$ cat config.mk
export PLATFORM = sky130hd
export DESIGN_NAME = pes_header_timestamp_parser_top
export DESIGN_NICKNAME = d
export VERILOG_FILES = /design/src/phtp_pkg.sv /design/src/pes_header_timestamp_parser_top.sv /design/src/phtp_parser.sv /design/src/phtp_div45.sv
export SDC_FILE = /design/constraint.sdc
export NUM_CORES = 2
export LEC_CHECK = 0
export BUFFER_PORTS_ARGS = -buffer_cell sky130_fd_sc_hd__buf_2
export CORE_AREA = 3 3 361 363
export DETAILED_ROUTE_END_ITERATION = 8
export DIE_AREA = 0 0 364 366
export HOLD_SLACK_MARGIN = 0.15
export PLACE_DENSITY = 0.5
export REMOVE_ABC_BUFFERS = 1
export SLEW_MARGIN = 40
export SYNTH_ARGS = -nofsm -noshare
export SYNTH_HDL_FRONTEND = slang
export SYNTH_SLANG_ARGS = --single-unit
$ cat constraint.sdc
create_clock -name clk_i -period 17.96 [get_ports clk_i]
set_clock_uncertainty 0.15 [all_clocks]
set_input_delay 1.796 -clock clk_i [delete_from_list [all_inputs] [get_ports clk_i]]
set_output_delay 1.796 -clock clk_i [all_outputs]
set_load 0.01 [all_outputs]
$ cat src/phtp_pkg.sv
// shared types, constants and functions of the pes header timestamp parser
package phtp_pkg;

  // byte positions within the pes header
  localparam int unsigned CntW       = 9;
  localparam logic [CntW-1:0] CntMax = '1;
  localparam logic [CntW-1:0] IdxLenHi   = 9'd4;
  localparam logic [CntW-1:0] IdxLenLo   = 9'd5;
  localparam logic [CntW-1:0] IdxFlags   = 9'd7;
  localparam logic [CntW-1:0] IdxHdrLen  = 9'd8;
  localparam logic [CntW-1:0] IdxPtsFirst = 9'd9;
  localparam logic [CntW-1:0] IdxPtsLast  = 9'd13;
  localparam logic [CntW-1:0] IdxDtsFirst = 9'd14;
  localparam logic [CntW-1:0] IdxDtsLast  = 9'd18;

  // byte counts a buffer needs before its result is settled
  localparam logic [CntW-1:0] FixedHdrLen = 9'd9;
  localparam logic [4:0] NeedPtsDts = 5'd19;
  localparam logic [4:0] NeedPts    = 5'd14;
  localparam logic [4:0] NeedNone   = 5'd9;

  // flag masks and stamp byte masks
  localparam logic [7:0] FlagsPtsDts = 8'hC0;
  localparam logic [7:0] FlagsPts    = 8'h80;
  localparam logic [7:0] StampMaskHi = 8'h0E;
  localparam logic [7:0] StampMaskMk = 8'hFE;

  // reciprocal of 45 for a 32-bit dividend: floor(x * Div45Mul / 2^Div45Shift)
  localparam int unsigned Div45Shift = 38;
  localparam logic [32:0] Div45Mul   = 33'h1_6C16_C16D;

  typedef enum logic [2:0] {
    ST_OK          = 3'd0,
    ST_SHORT_FIXED = 3'd1,
    ST_SHORT_OPT   = 3'd2,
    ST_SHORT_BOTH  = 3'd3,
    ST_SHORT_PTS   = 3'd4,
    ST_NO_PTS      = 3'd5
  } status_e;

  typedef struct packed {
    logic [7:0] data_byte;
    logic       buffer_last;
  } in_beat_t;

  typedef struct packed {
    status_e     status;
    logic [15:0] pes_length;
    logic [26:0] pts_ms;
    logic [26:0] dts_ms;
    logic [8:0]  payload_offset;
  } out_beat_t;

  // settled result before the divide by 45
  typedef struct packed {
    status_e     status;
    logic [15:0] pes_length;
    logic [8:0]  payload_offset;
    logic [31:0] pts_raw;
    logic [31:0] dts_raw;
  } emit_t;

  // contribution of stamp byte k to the top 32 bits of a 33-bit stamp
  function automatic logic [31:0] stamp_part(input logic [2:0] k, input logic [7:0] b);
    logic [31:0] r;
    r = '0;
    case (k)
      3'd0:    r = {4'(b & StampMaskHi), 28'd0};
      3'd1:    r = {3'd0, b, 21'd0};
      3'd2:    r = {11'd0, (b & StampMaskMk), 13'd0};
      3'd3:    r = {18'd0, b, 6'd0};
      3'd4:    r = {26'd0, 6'((b & StampMaskMk) >> 2)};
      default: r = '0;
    endcase
    return r;
  endfunction

endpackage

$ cat src/pes_header_timestamp_parser_top.sv
// top level of the pes header timestamp parser
// Takes one byte per beat of a buffer that starts at a PES start code, with
// buffer_last on its final byte, and gives one result per buffer: status,
// packet length, PTS and DTS in milliseconds and the payload offset. A byte is
// accepted every cycle while the output keeps up. A result appears after the
// byte that settles it (or the last byte of a short buffer), passing first
// through the parser's settled-result register and then through the
// reciprocal multiply by 1/45 into the output register. Bytes after a settled
// result are consumed without effect up to the last-byte mark, which clears
// all parser state for the next buffer.
module pes_header_timestamp_parser_top (
  input  logic                clk_i,
  input  logic                rst_ni,
  input  logic                in_valid_i,
  output logic                in_ready_o,
  input  phtp_pkg::in_beat_t  in_data_i,
  output logic                out_valid_o,
  input  logic                out_ready_i,
  output phtp_pkg::out_beat_t out_data_o
);

  logic            em_valid;
  logic            em_ready;
  phtp_pkg::emit_t em_data;

  // header capture and settling
  phtp_parser u_parser (
    .clk_i      (clk_i),
    .rst_ni     (rst_ni),
    .in_valid_i (in_valid_i),
    .in_ready_o (in_ready_o),
    .in_data_i  (in_data_i),
    .em_valid_o (em_valid),
    .em_ready_i (em_ready),
    .em_data_o  (em_data)
  );

  // stamp conversion to milliseconds
  phtp_div45 u_div45 (
    .clk_i       (clk_i),
    .rst_ni      (rst_ni),
    .em_valid_i  (em_valid),
    .em_ready_o  (em_ready),
    .em_data_i   (em_data),
    .out_valid_o (out_valid_o),
    .out_ready_i (out_ready_i),
    .out_data_o  (out_data_o)
  );

endmodule

$ cat src/phtp_parser.sv
// byte-wise header capture and settling logic with the settled-result register
module phtp_parser (
  input  logic               clk_i,
  input  logic               rst_ni,
  input  logic               in_valid_i,
  output logic               in_ready_o,
  input  phtp_pkg::in_beat_t in_data_i,
  output logic               em_valid_o,
  input  logic               em_ready_i,
  output phtp_pkg::emit_t    em_data_o
);

  logic [phtp_pkg::CntW-1:0] cnt_q, cnt_d, cnt_inc;
  logic [15:0] len_q, len_d;
  logic [7:0]  flags_q, flags_d;
  logic [7:0]  hlen_q, hlen_d;
  logic [31:0] pts_q, pts_d;
  logic [31:0] dts_q, dts_d;
  logic        done_q, done_d;

  logic [phtp_pkg::CntW-1:0] need;
  logic [4:0]  req;
  logic        settle;
  logic        have_times;
  logic        dts_flag;
  logic        emit;
  logic        acc;
  phtp_pkg::emit_t rec;
  phtp_pkg::status_e st;

  logic            em_valid_q;
  phtp_pkg::emit_t em_data_q;

  // a beat enters when the result register is free or draining
  assign in_ready_o = !em_valid_q || em_ready_i;
  assign acc        = in_valid_i && in_ready_o;

  // next state for one byte
  always_comb begin
    cnt_d      = cnt_q;
    len_d      = len_q;
    flags_d    = flags_q;
    hlen_d     = hlen_q;
    pts_d      = pts_q;
    dts_d      = dts_q;
    done_d     = done_q;
    emit       = 1'b0;
    st         = phtp_pkg::ST_OK;
    have_times = 1'b0;
    cnt_inc    = (cnt_q == phtp_pkg::CntMax) ? cnt_q : cnt_q + 1'b1;

    if (!done_q) begin
      // field capture by byte position
      if (cnt_q == phtp_pkg::IdxLenHi) begin
        len_d[15:8] = in_data_i.data_byte;
      end else if (cnt_q == phtp_pkg::IdxLenLo) begin
        len_d[7:0] = in_data_i.data_byte;
      end else if (cnt_q == phtp_pkg::IdxFlags) begin
        flags_d = in_data_i.data_byte;
      end else if (cnt_q == phtp_pkg::IdxHdrLen) begin
        hlen_d = in_data_i.data_byte;
      end else if (cnt_q >= phtp_pkg::IdxPtsFirst && cnt_q <= phtp_pkg::IdxPtsLast) begin
        pts_d = pts_q | phtp_pkg::stamp_part(3'(cnt_q - phtp_pkg::IdxPtsFirst),
                                             in_data_i.data_byte);
      end else if (cnt_q >= phtp_pkg::IdxDtsFirst && cnt_q <= phtp_pkg::IdxDtsLast) begin
        dts_d = dts_q | phtp_pkg::stamp_part(3'(cnt_q - phtp_pkg::IdxDtsFirst),
                                             in_data_i.data_byte);
      end
      cnt_d = cnt_inc;
    end

    // settling bounds from the updated fields
    need     = phtp_pkg::FixedHdrLen + {1'b0, hlen_d};
    dts_flag = (flags_d & phtp_pkg::FlagsPtsDts) == phtp_pkg::FlagsPtsDts;
    if (dts_flag) begin
      req = phtp_pkg::NeedPtsDts;
    end else if ((flags_d & phtp_pkg::FlagsPts) != 8'd0) begin
      req = phtp_pkg::NeedPts;
    end else begin
      req = phtp_pkg::NeedNone;
    end
    settle = (cnt_d >= phtp_pkg::FixedHdrLen) && (cnt_d >= need)
          && (cnt_d >= {4'd0, req});

    if (!done_q) begin
      if (settle) begin
        emit       = 1'b1;
        done_d     = 1'b1;
        have_times = (req != phtp_pkg::NeedNone);
        st         = have_times ? phtp_pkg::ST_OK : phtp_pkg::ST_NO_PTS;
      end else if (in_data_i.buffer_last) begin
        emit = 1'b1;
        if (cnt_d < phtp_pkg::FixedHdrLen) begin
          st = phtp_pkg::ST_SHORT_FIXED;
        end else if (cnt_d < need) begin
          st = phtp_pkg::ST_SHORT_OPT;
        end else if (req == phtp_pkg::NeedPtsDts) begin
          st = phtp_pkg::ST_SHORT_BOTH;
        end else begin
          st = phtp_pkg::ST_SHORT_PTS;
        end
      end
    end

    // settled result, stamps zeroed where not valid
    rec.status         = st;
    rec.pes_length     = (st == phtp_pkg::ST_SHORT_FIXED) ? 16'd0 : len_d;
    rec.payload_offset = (st == phtp_pkg::ST_SHORT_FIXED) ? phtp_pkg::FixedHdrLen : need;
    rec.pts_raw        = have_times ? pts_d : 32'd0;
    rec.dts_raw        = have_times ? (dts_flag ? dts_d : pts_d) : 32'd0;

    // every last byte starts the next buffer from scratch
    if (in_data_i.buffer_last) begin
      cnt_d   = '0;
      len_d   = '0;
      flags_d = '0;
      hlen_d  = '0;
      pts_d   = '0;
      dts_d   = '0;
      done_d  = 1'b0;
    end
  end

  // parser state
  always_ff @(posedge clk_i or negedge rst_ni) begin
    if (!rst_ni) begin
      cnt_q   <= '0;
      len_q   <= '0;
      flags_q <= '0;
      hlen_q  <= '0;
      pts_q   <= '0;
      dts_q   <= '0;
      done_q  <= 1'b0;
    end else if (acc) begin
      cnt_q   <= cnt_d;
      len_q   <= len_d;
      flags_q <= flags_d;
      hlen_q  <= hlen_d;
      pts_q   <= pts_d;
      dts_q   <= dts_d;
      done_q  <= done_d;
    end
  end

  // settled-result register valid
  always_ff @(posedge clk_i or negedge rst_ni) begin
    if (!rst_ni) begin
      em_valid_q <= 1'b0;
    end else begin
      if (em_valid_q && em_ready_i) em_valid_q <= 1'b0;
      if (acc) em_valid_q <= emit;
    end
  end

  // settled-result payload
  always_ff @(posedge clk_i) begin
    if (acc && emit) em_data_q <= rec;
  end

  assign em_valid_o = em_valid_q;
  assign em_data_o  = em_data_q;

  // once settled, the count has covered the fixed header
  a_done_cnt: assert property (@(posedge clk_i) disable iff (!rst_ni)
    done_q |-> cnt_q >= phtp_pkg::FixedHdrLen)
    else $error("done set before fixed header complete");

  // the count only moves up within a buffer
  a_cnt_mono: assert property (@(posedge clk_i) disable iff (!rst_ni)
    acc && !in_data_i.buffer_last |=> cnt_q >= $past(cnt_q))
    else $error("byte count went down within a buffer");

  // a short fixed header carries no length and the base offset
  a_short_fixed: assert property (@(posedge clk_i) disable iff (!rst_ni)
    em_valid_q && em_data_q.status == phtp_pkg::ST_SHORT_FIXED
      |-> em_data_q.pes_length == 16'd0
       && em_data_q.payload_offset == phtp_pkg::FixedHdrLen)
    else $error("short fixed header result carries captured fields");

endmodule

$ cat src/phtp_div45.sv
// divide-by-45 stage for both stamps, feeding the result register
module phtp_div45 (
  input  logic                clk_i,
  input  logic                rst_ni,
  input  logic                em_valid_i,
  output logic                em_ready_o,
  input  phtp_pkg::emit_t     em_data_i,
  output logic                out_valid_o,
  input  logic                out_ready_i,
  output phtp_pkg::out_beat_t out_data_o
);

  logic [64:0] pts_prod;
  logic [64:0] dts_prod;
  logic        load;

  logic                out_valid_q;
  phtp_pkg::out_beat_t out_data_q;

  assign em_ready_o = !out_valid_q || out_ready_i;
  assign load       = em_valid_i && em_ready_o;

  // reciprocal multiply, exact for every 32-bit dividend
  assign pts_prod = {33'd0, em_data_i.pts_raw} * {32'd0, phtp_pkg::Div45Mul};
  assign dts_prod = {33'd0, em_data_i.dts_raw} * {32'd0, phtp_pkg::Div45Mul};

  // result register valid
  always_ff @(posedge clk_i or negedge rst_ni) begin
    if (!rst_ni) begin
      out_valid_q <= 1'b0;
    end else begin
      if (out_valid_q && out_ready_i) out_valid_q <= 1'b0;
      if (load) out_valid_q <= 1'b1;
    end
  end

  // result register payload
  always_ff @(posedge clk_i) begin
    if (load) begin
      out_data_q.status         <= em_data_i.status;
      out_data_q.pes_length     <= em_data_i.pes_length;
      out_data_q.payload_offset <= em_data_i.payload_offset;
      out_data_q.pts_ms         <= pts_prod[phtp_pkg::Div45Shift +: 27];
      out_data_q.dts_ms         <= dts_prod[phtp_pkg::Div45Shift +: 27];
    end
  end

  assign out_valid_o = out_valid_q;
  assign out_data_o  = out_data_q;

  // stamps are only reported for a settled ok result
  a_stamps_zero: assert property (@(posedge clk_i) disable iff (!rst_ni)
    out_valid_q && out_data_q.status != phtp_pkg::ST_OK
      |-> out_data_q.pts_ms == 27'd0 && out_data_q.dts_ms == 27'd0)
    else $error("stamps reported on a non-ok result");

endmodule

## Yosys cells after proc, flatten, opt, wreduce, memory -nomap -nowiden

Index checks and enable logic that the tools add are counted.

- Bits of input ports: 13
- Bits in latches: 0
- Memory bits (writable): 0
- Output and inout bits: 84
- Flip-flop bits (word level): 276
- Memories kept: 0
- Memory bits (read-only): 0
- Logic and storage cells: 140

- Order comparisons: 9
- Bitwise gates (word level): 2
- $add $sub $neg: 4
- Multiplexer cells: 71
- Shift-type cells: 0
- Multipliers: 2
- Div/mod/pow operators: 0
- Eq/ne operators: 17
- Reductions and logical operators: 16

Operators by type and width:

| cell | number |
|---|---|
| $mux 32 | 29 |
| $pmux 32 s5 | 2 |
| $mul 32x33->65 const B | 2 |
| $mux 8 | 14 |
| $or 32x32->32 | 2 |
| $mux 16 | 2 |
| $eq 9x3->1 const B | 3 |
| $ge 9x4->1 const B | 3 |
| $mux 9 | 3 |
| $mux 3 | 8 |
| $eq 3x2->1 const B | 4 |
| $mux 1 | 12 |
| $add 4x8->9 const A | 1 |
| $add 9x1->9 const B | 1 |
| $eq 3x1->1 const B | 3 |
| $eq 9x4->1 const B | 1 |
| $eq 9x9->1 const B | 1 |
| $ge 9x5->1 | 1 |
| $ge 9x9->1 | 1 |
| $le 9x4->1 const B | 1 |
| $le 9x5->1 const B | 1 |
| $lt 9x4->1 const B | 1 |
| $lt 9x9->1 | 1 |
| $logic_and 1x1->1 | 8 |
| 11 further kinds | 16 |

## Depth between registers and ports, before layout

- Word-level depth: 19
- Gate-level depth with buffers: 27
- Depth with buffers taken out: 27

## Hierarchy

Synthesis repeated with hierarchy kept, for this count alone.

- Cell total of the unflattened synthesis: 3632
- Area, all modules: 37941.4 sq um

By module, submodules not included:

| module | cells an instance | times used | seq. area each (sq um) | area an instance (sq um) |
|---|---|---|---|---|
| phtp_div45 | 2739 | 1 | 2487.4 | 28444.8 |
| phtp_parser | 893 | 1 | 5290.1 | 9496.6 |

## Worst setup path before layout

No wires, ideal clock.

- Kind: in2reg
- Start point: input in_data_i[2] (netlist bit)
- End point: register u_parser.em_data_q, in the netlist u_parser.em_data_o[0], enable pin
- Cell stages on the path: 15
- Data arrival time: 10090 ps
- Path buffers: 1
- Setup time: 656 ps
- Path slack: 7064 ps
- Data required time: 17154 ps
- Path through: buf_2 > mux2_2 > ha_1 > inv_1 > o21ai_0 > nand2_1 > xnor2_1 > ha_1 > a21o_1 > a21o_1 > a21oi_1 > o21a_1 > a22oi_2 > nor2_1 > nor3_1

- Longest elaborated chain between the ends: 12

Ends and longest elaborated chain:

| element | line | RTL |
|---|---|---|
| from (decl) | pes_header_timestamp_parser_top.sv:16 | `input phtp_pkg::in_beat_t in_data_i,` |
| $mux 8 | phtp_parser.sv:60 | `end else if (cnt_q == phtp_pkg::IdxHdrLen) begin` |
| $mux 8 | phtp_parser.sv:58 | `end else if (cnt_q == phtp_pkg::IdxFlags) begin` |
| $mux 8 | phtp_parser.sv:56 | `end else if (cnt_q == phtp_pkg::IdxLenLo) begin` |
| $mux 8 | phtp_parser.sv:54 | `if (cnt_q == phtp_pkg::IdxLenHi) begin` |
| $mux 8 | phtp_parser.sv:52 | `if (!done_q) begin` |
| $add 4x8->9 | phtp_parser.sv:73 | `need = phtp_pkg::FixedHdrLen + {1'b0, hlen_d};` |
| $ge 9x9->1 | phtp_parser.sv:82 | `settle = (cnt_d >= phtp_pkg::FixedHdrLen) && (cnt_d >= need)` |
| $logic_and 1x1->1 | phtp_parser.sv:82 |  |
| $logic_and 1x1->1 | phtp_parser.sv:83 | `&& (cnt_d >= {4'd0, req});` |
| $mux 1 | phtp_parser.sv:86 | `if (settle) begin` |
| $mux 1 | phtp_parser.sv:85 | `if (!done_q) begin` |
| $logic_and 1x1->1 | phtp_parser.sv:157 | `if (acc && emit) em_data_q <= rec;` |
| to (signal assigned) | phtp_parser.sv:157 |  |
| to (decl) | phtp_parser.sv:32 | `phtp_pkg::emit_t em_data_q;` |

No other way between the ends.
A chain may end at the register's enable or synchronous reset.

## Worst setup path after layout

- Start point: register u_parser.em_data_q, in the netlist u_parser.em_data_o[55]
- End point: register u_div45.out_data_q, in the netlist u_div45.out_data_o[61], data pin

- Longest elaborated chain between the ends: 1

Ends and longest elaborated chain:

| element | line | RTL |
|---|---|---|
| $mul 32x33->65 | phtp_div45.sv:24 | `assign pts_prod = {33'd0, em_data_i.pts_raw} * {32'd0, phtp_pkg::Div45Mul};` |
| net u_div45.pts_prod[63] | phtp_div45.sv:13 | `logic [64:0] pts_prod;` |
| to (decl) | phtp_div45.sv:18 | `phtp_pkg::out_beat_t out_data_q;` |

The timed path passes the listed nets, and every way through them passes these cells.

==> impl_metrics.toml <==
[critical_path]
max_stage_delay_ps = 610
rr_worst_depth = 23
cp-end-kind = "flop"
crit_fanout = 5
crit_top_cell = "fa_1"
critPathRequiredTime_ps = 18140
critical_path.top_delay_family = "adder cells"
crit_buf_inv = 4
timing.rr.start = "u_parser.em_data_o[55]"
path_cells = "ha_1 > inv_1 > fa_1 > inv_1 > fa_1 > fa_1 > fa_1 > fa_1 > fa_1 > inv_1 > fa_1 > inv_1 > ha_1 > nand3_1 > nor2_1 > nand3_1 > nor4_1 > a22oi_1 > nand3_1 > a21o_1 > a21oi_1 > or3_1 > a211o_1"
rr_endpoint = "u_div45.out_data_o[61]"
rrSetupSlack_ps = 9950
startpoint_type = "flop"
cp_slowest_cell = "fa_1"
crit_type = "reg -> reg"
critPathArrivalTime_ps = 8190
worstSetupStartpoint = "u_parser.em_data_o[55]"

[sta]
drv_slew = 0
rsz0062_at_grt = "no"
worst_pin_slew_ps = 772.2
timing.final.crit_share_pct = 44.62
finalHoldViolations = 0
slew_headroom_pct = 48.52
fin_crit_ps = 8013
fmax_mhz = 124.8
final.setup.tns_ps = 0
setup_violations = 0

[global_route]
grt_pass1_vias = 26860
antenna_found_initial = 5
grt_pass1_wl_mm = 161.9
grt_use_total_pct = 15.81
grt_max_degree = 68
overflow = 0

[detailed_routing]
first_iter_violations = 1534
drtPass1Iterations = 5
route.detailed.drc = 0
antenna_left = 0
via_per_inst = 4.587
wirelength_mm = 103.0
wire_per_inst_um = 18.92
vias = 24980

[synthesis]
synth_edf_count = 174
ys_warn_count = 0
postSynthCellCount = 3686
synth_top_area_share_pct = 29.63
seq_area_frac_synth_pct = 20.45
ys_types = 85
ys_ff_latch = 276
netlist_area_um2 = 38040
postSynth.asyncResetShare_pct = 36.96
avgSynthCellArea_um2 = 10.32
synthTopCellsByArea = "fa_1 (30%), ha_1 (22%), edfxtp_1 (14%)"
synth_top_area_cell = "fa_1"
ys.flop_type = "edfxtp_1"

[clock_tree]
cts_resized = 0
cts_root_buffer = "clkbuf_16"
cts_setup_buffers = 0
htree_levels = 2
cts_buffers = 35
cts_tree = "done"
clock_sinks = 276
clockBufferDepth = 3
hold_buffers = 0
clkLatencyLatePin_ps = 600
path_clk_slew_ps = 60

[finish]
syn_to_final_growth_pct = 9.180
seq_area_um2 = 7777
multi_input_area_um2 = 26330
final_nets = 4996
fillers = 13020
drive_gt1_share_pct = 5.313

[floorplanning]
die_h_um = 366
chipWidth_um = 364
initial_core_util_pct = 29.87
num_io_pins = 97
rows = 131
fp.coreArea_um2 = 127400
dieArea_um2 = 133200

[worst_hold_path]
hold_path.startpoint = "u_parser.em_data_o[82]"
min_to = "u_div45.out_data_o[72]"
min_delay_path_depth = 0
hp-class = "reg -> reg"

[run]
drv_cap = 0

[placement]
io_buffers = 96
gp_congestion = 0.9065
post-dp-hpwl_mm = 88.06

[run_status]
status = "finished clean"
flip-flops by register name (all words and copies together), names as in the netlist:
register	flops
u_parser.em_data_o	92
u_div45.out_data_o	82
u_parser.dts_q	32
u_parser.pts_q	32
u_parser.len_q	16
u_parser.cnt_q	9
u_parser.hlen_q	8
u_parser.flags_q	2
u_div45.out_valid_o	1
u_parser.done_q	1
u_parser.em_valid_o	1
worst max-delay path by stage:
stage | end | slack (ps) | cells after the start
finish | u_div45.out_data_o[61] | 9950 | 23
global route | u_div45.out_data_o[61] | 9530 | 21
CTS | u_div45.out_data_o[61] | 9900 | 21
detailed placement | u_div45.out_data_o[61] | 9960 | 21
global placement | u_div45.out_data_o[61] | 9980 | 21
floorplan | u_parser.em_data_o[0] | 6500 | 10
cell type report:
| class | instances | area share (%) |
|---|---|---|
| clock inverter | 15 | 0.3645 |
| multi-input combinational | 2375 | 63.39 |
| tap | 1662 | 5.007 |
| inverter | 960 | 8.676 |
| antenna | 1 | 0.006025 |
| timing repair buffer | 108 | 1.398 |
| clock buffer | 49 | 2.434 |
| sequential | 276 | 18.73 |
cells by family after synthesis:
kind of cell    after synthesis  share of synthesized area, %
compound gates              531                         9.042
xor+xnor                     71                         1.635
fa+ha+maj                  1227                         51.47
buf+inv                    1035                         10.41
flops                       276                         20.45
mux                          20                        0.5591
simple gates                526                         6.440
cell usage in the layout, fill, tap and decap left out, drive strengths merged, types with 4 or more instances in the layout:
| cell | Yosys | final |
|---|---|---|
| nand4 | 26 | 26 |
| nor3b | 5 | 5 |
| and2 | 13 | 13 |
| xor2 | 28 | 28 |
| and3 | 11 | 11 |
| o21a | 10 | 10 |
| or3 | 6 | 6 |
| nand2b | 11 | 11 |
| dfrtp | 102 | 102 |
| a32o | 5 | 5 |
| o31ai | 7 | 7 |
| o21bai | 11 | 11 |
| mux2 | 4 | 4 |
| a21o | 88 | 88 |
| a221oi | 4 | 4 |
| clkinv | 0 | 5 |
| a21oi | 173 | 173 |
| nand2 | 173 | 173 |
| mux2i | 16 | 16 |
| nand3b | 6 | 6 |
| o21ai | 73 | 73 |
| buf | 27 | 108 |
| nor3 | 33 | 33 |
| a31oi | 64 | 64 |
| fa | 563 | 563 |
| a211oi | 25 | 25 |
| nor2 | 167 | 167 |
| edfxtp | 174 | 174 |
| inv | 960 | 966 |
| nor2b | 21 | 21 |
| nor4 | 7 | 7 |
| ha | 664 | 664 |
| xnor2 | 43 | 43 |
| a22o | 20 | 20 |
| clkbuf | 48 | 49 |
| a211o | 4 | 4 |
| a41oi | 4 | 4 |
| nand3 | 35 | 35 |
| o211ai | 7 | 7 |
layer usage:
layer / vias up / wire length, µm / track usage, %
met5: - / 20 / 0
met4: 2 / 2047 / 3.299
met3: 94 / 3812 / 1.945
met2: 382 / 48770 / 26.17
met1: 12460 / 48370 / 22.12
li1: 12050 / - / -
through the flow:
step	cell area, µm²	cells	worst slack (ps)	utilization (%)	hold WS, ps
global route	41530	5446	9532	32.61	268.2
floorplan	37680	3611	6497	-	250.3
CTS	41530	5445	9901	32.61	266.6
global placement	40350	5381	9985	31.68	256.5
detailed placement	40370	5381	9955	31.69	254.5
finish	41530	5446	9947	32.61	263.7
synth_stat cells (31+ instances only):
library cell and number:
edfxtp_1 174, fa_1 563, a21o_1 88, a31oi_1 64
dfrtp_1 102, nand3_1 35, nor3_1 31, nor2_1 166
ha_1 664, o21ai_0 60, inv_1 960, nand2_1 171
clkbuf_1 42, xnor2_1 43, a21oi_1 170
Power is not shown: default switching activity piles up to over one toggle a cycle in this logic, so the estimate is an artifact.
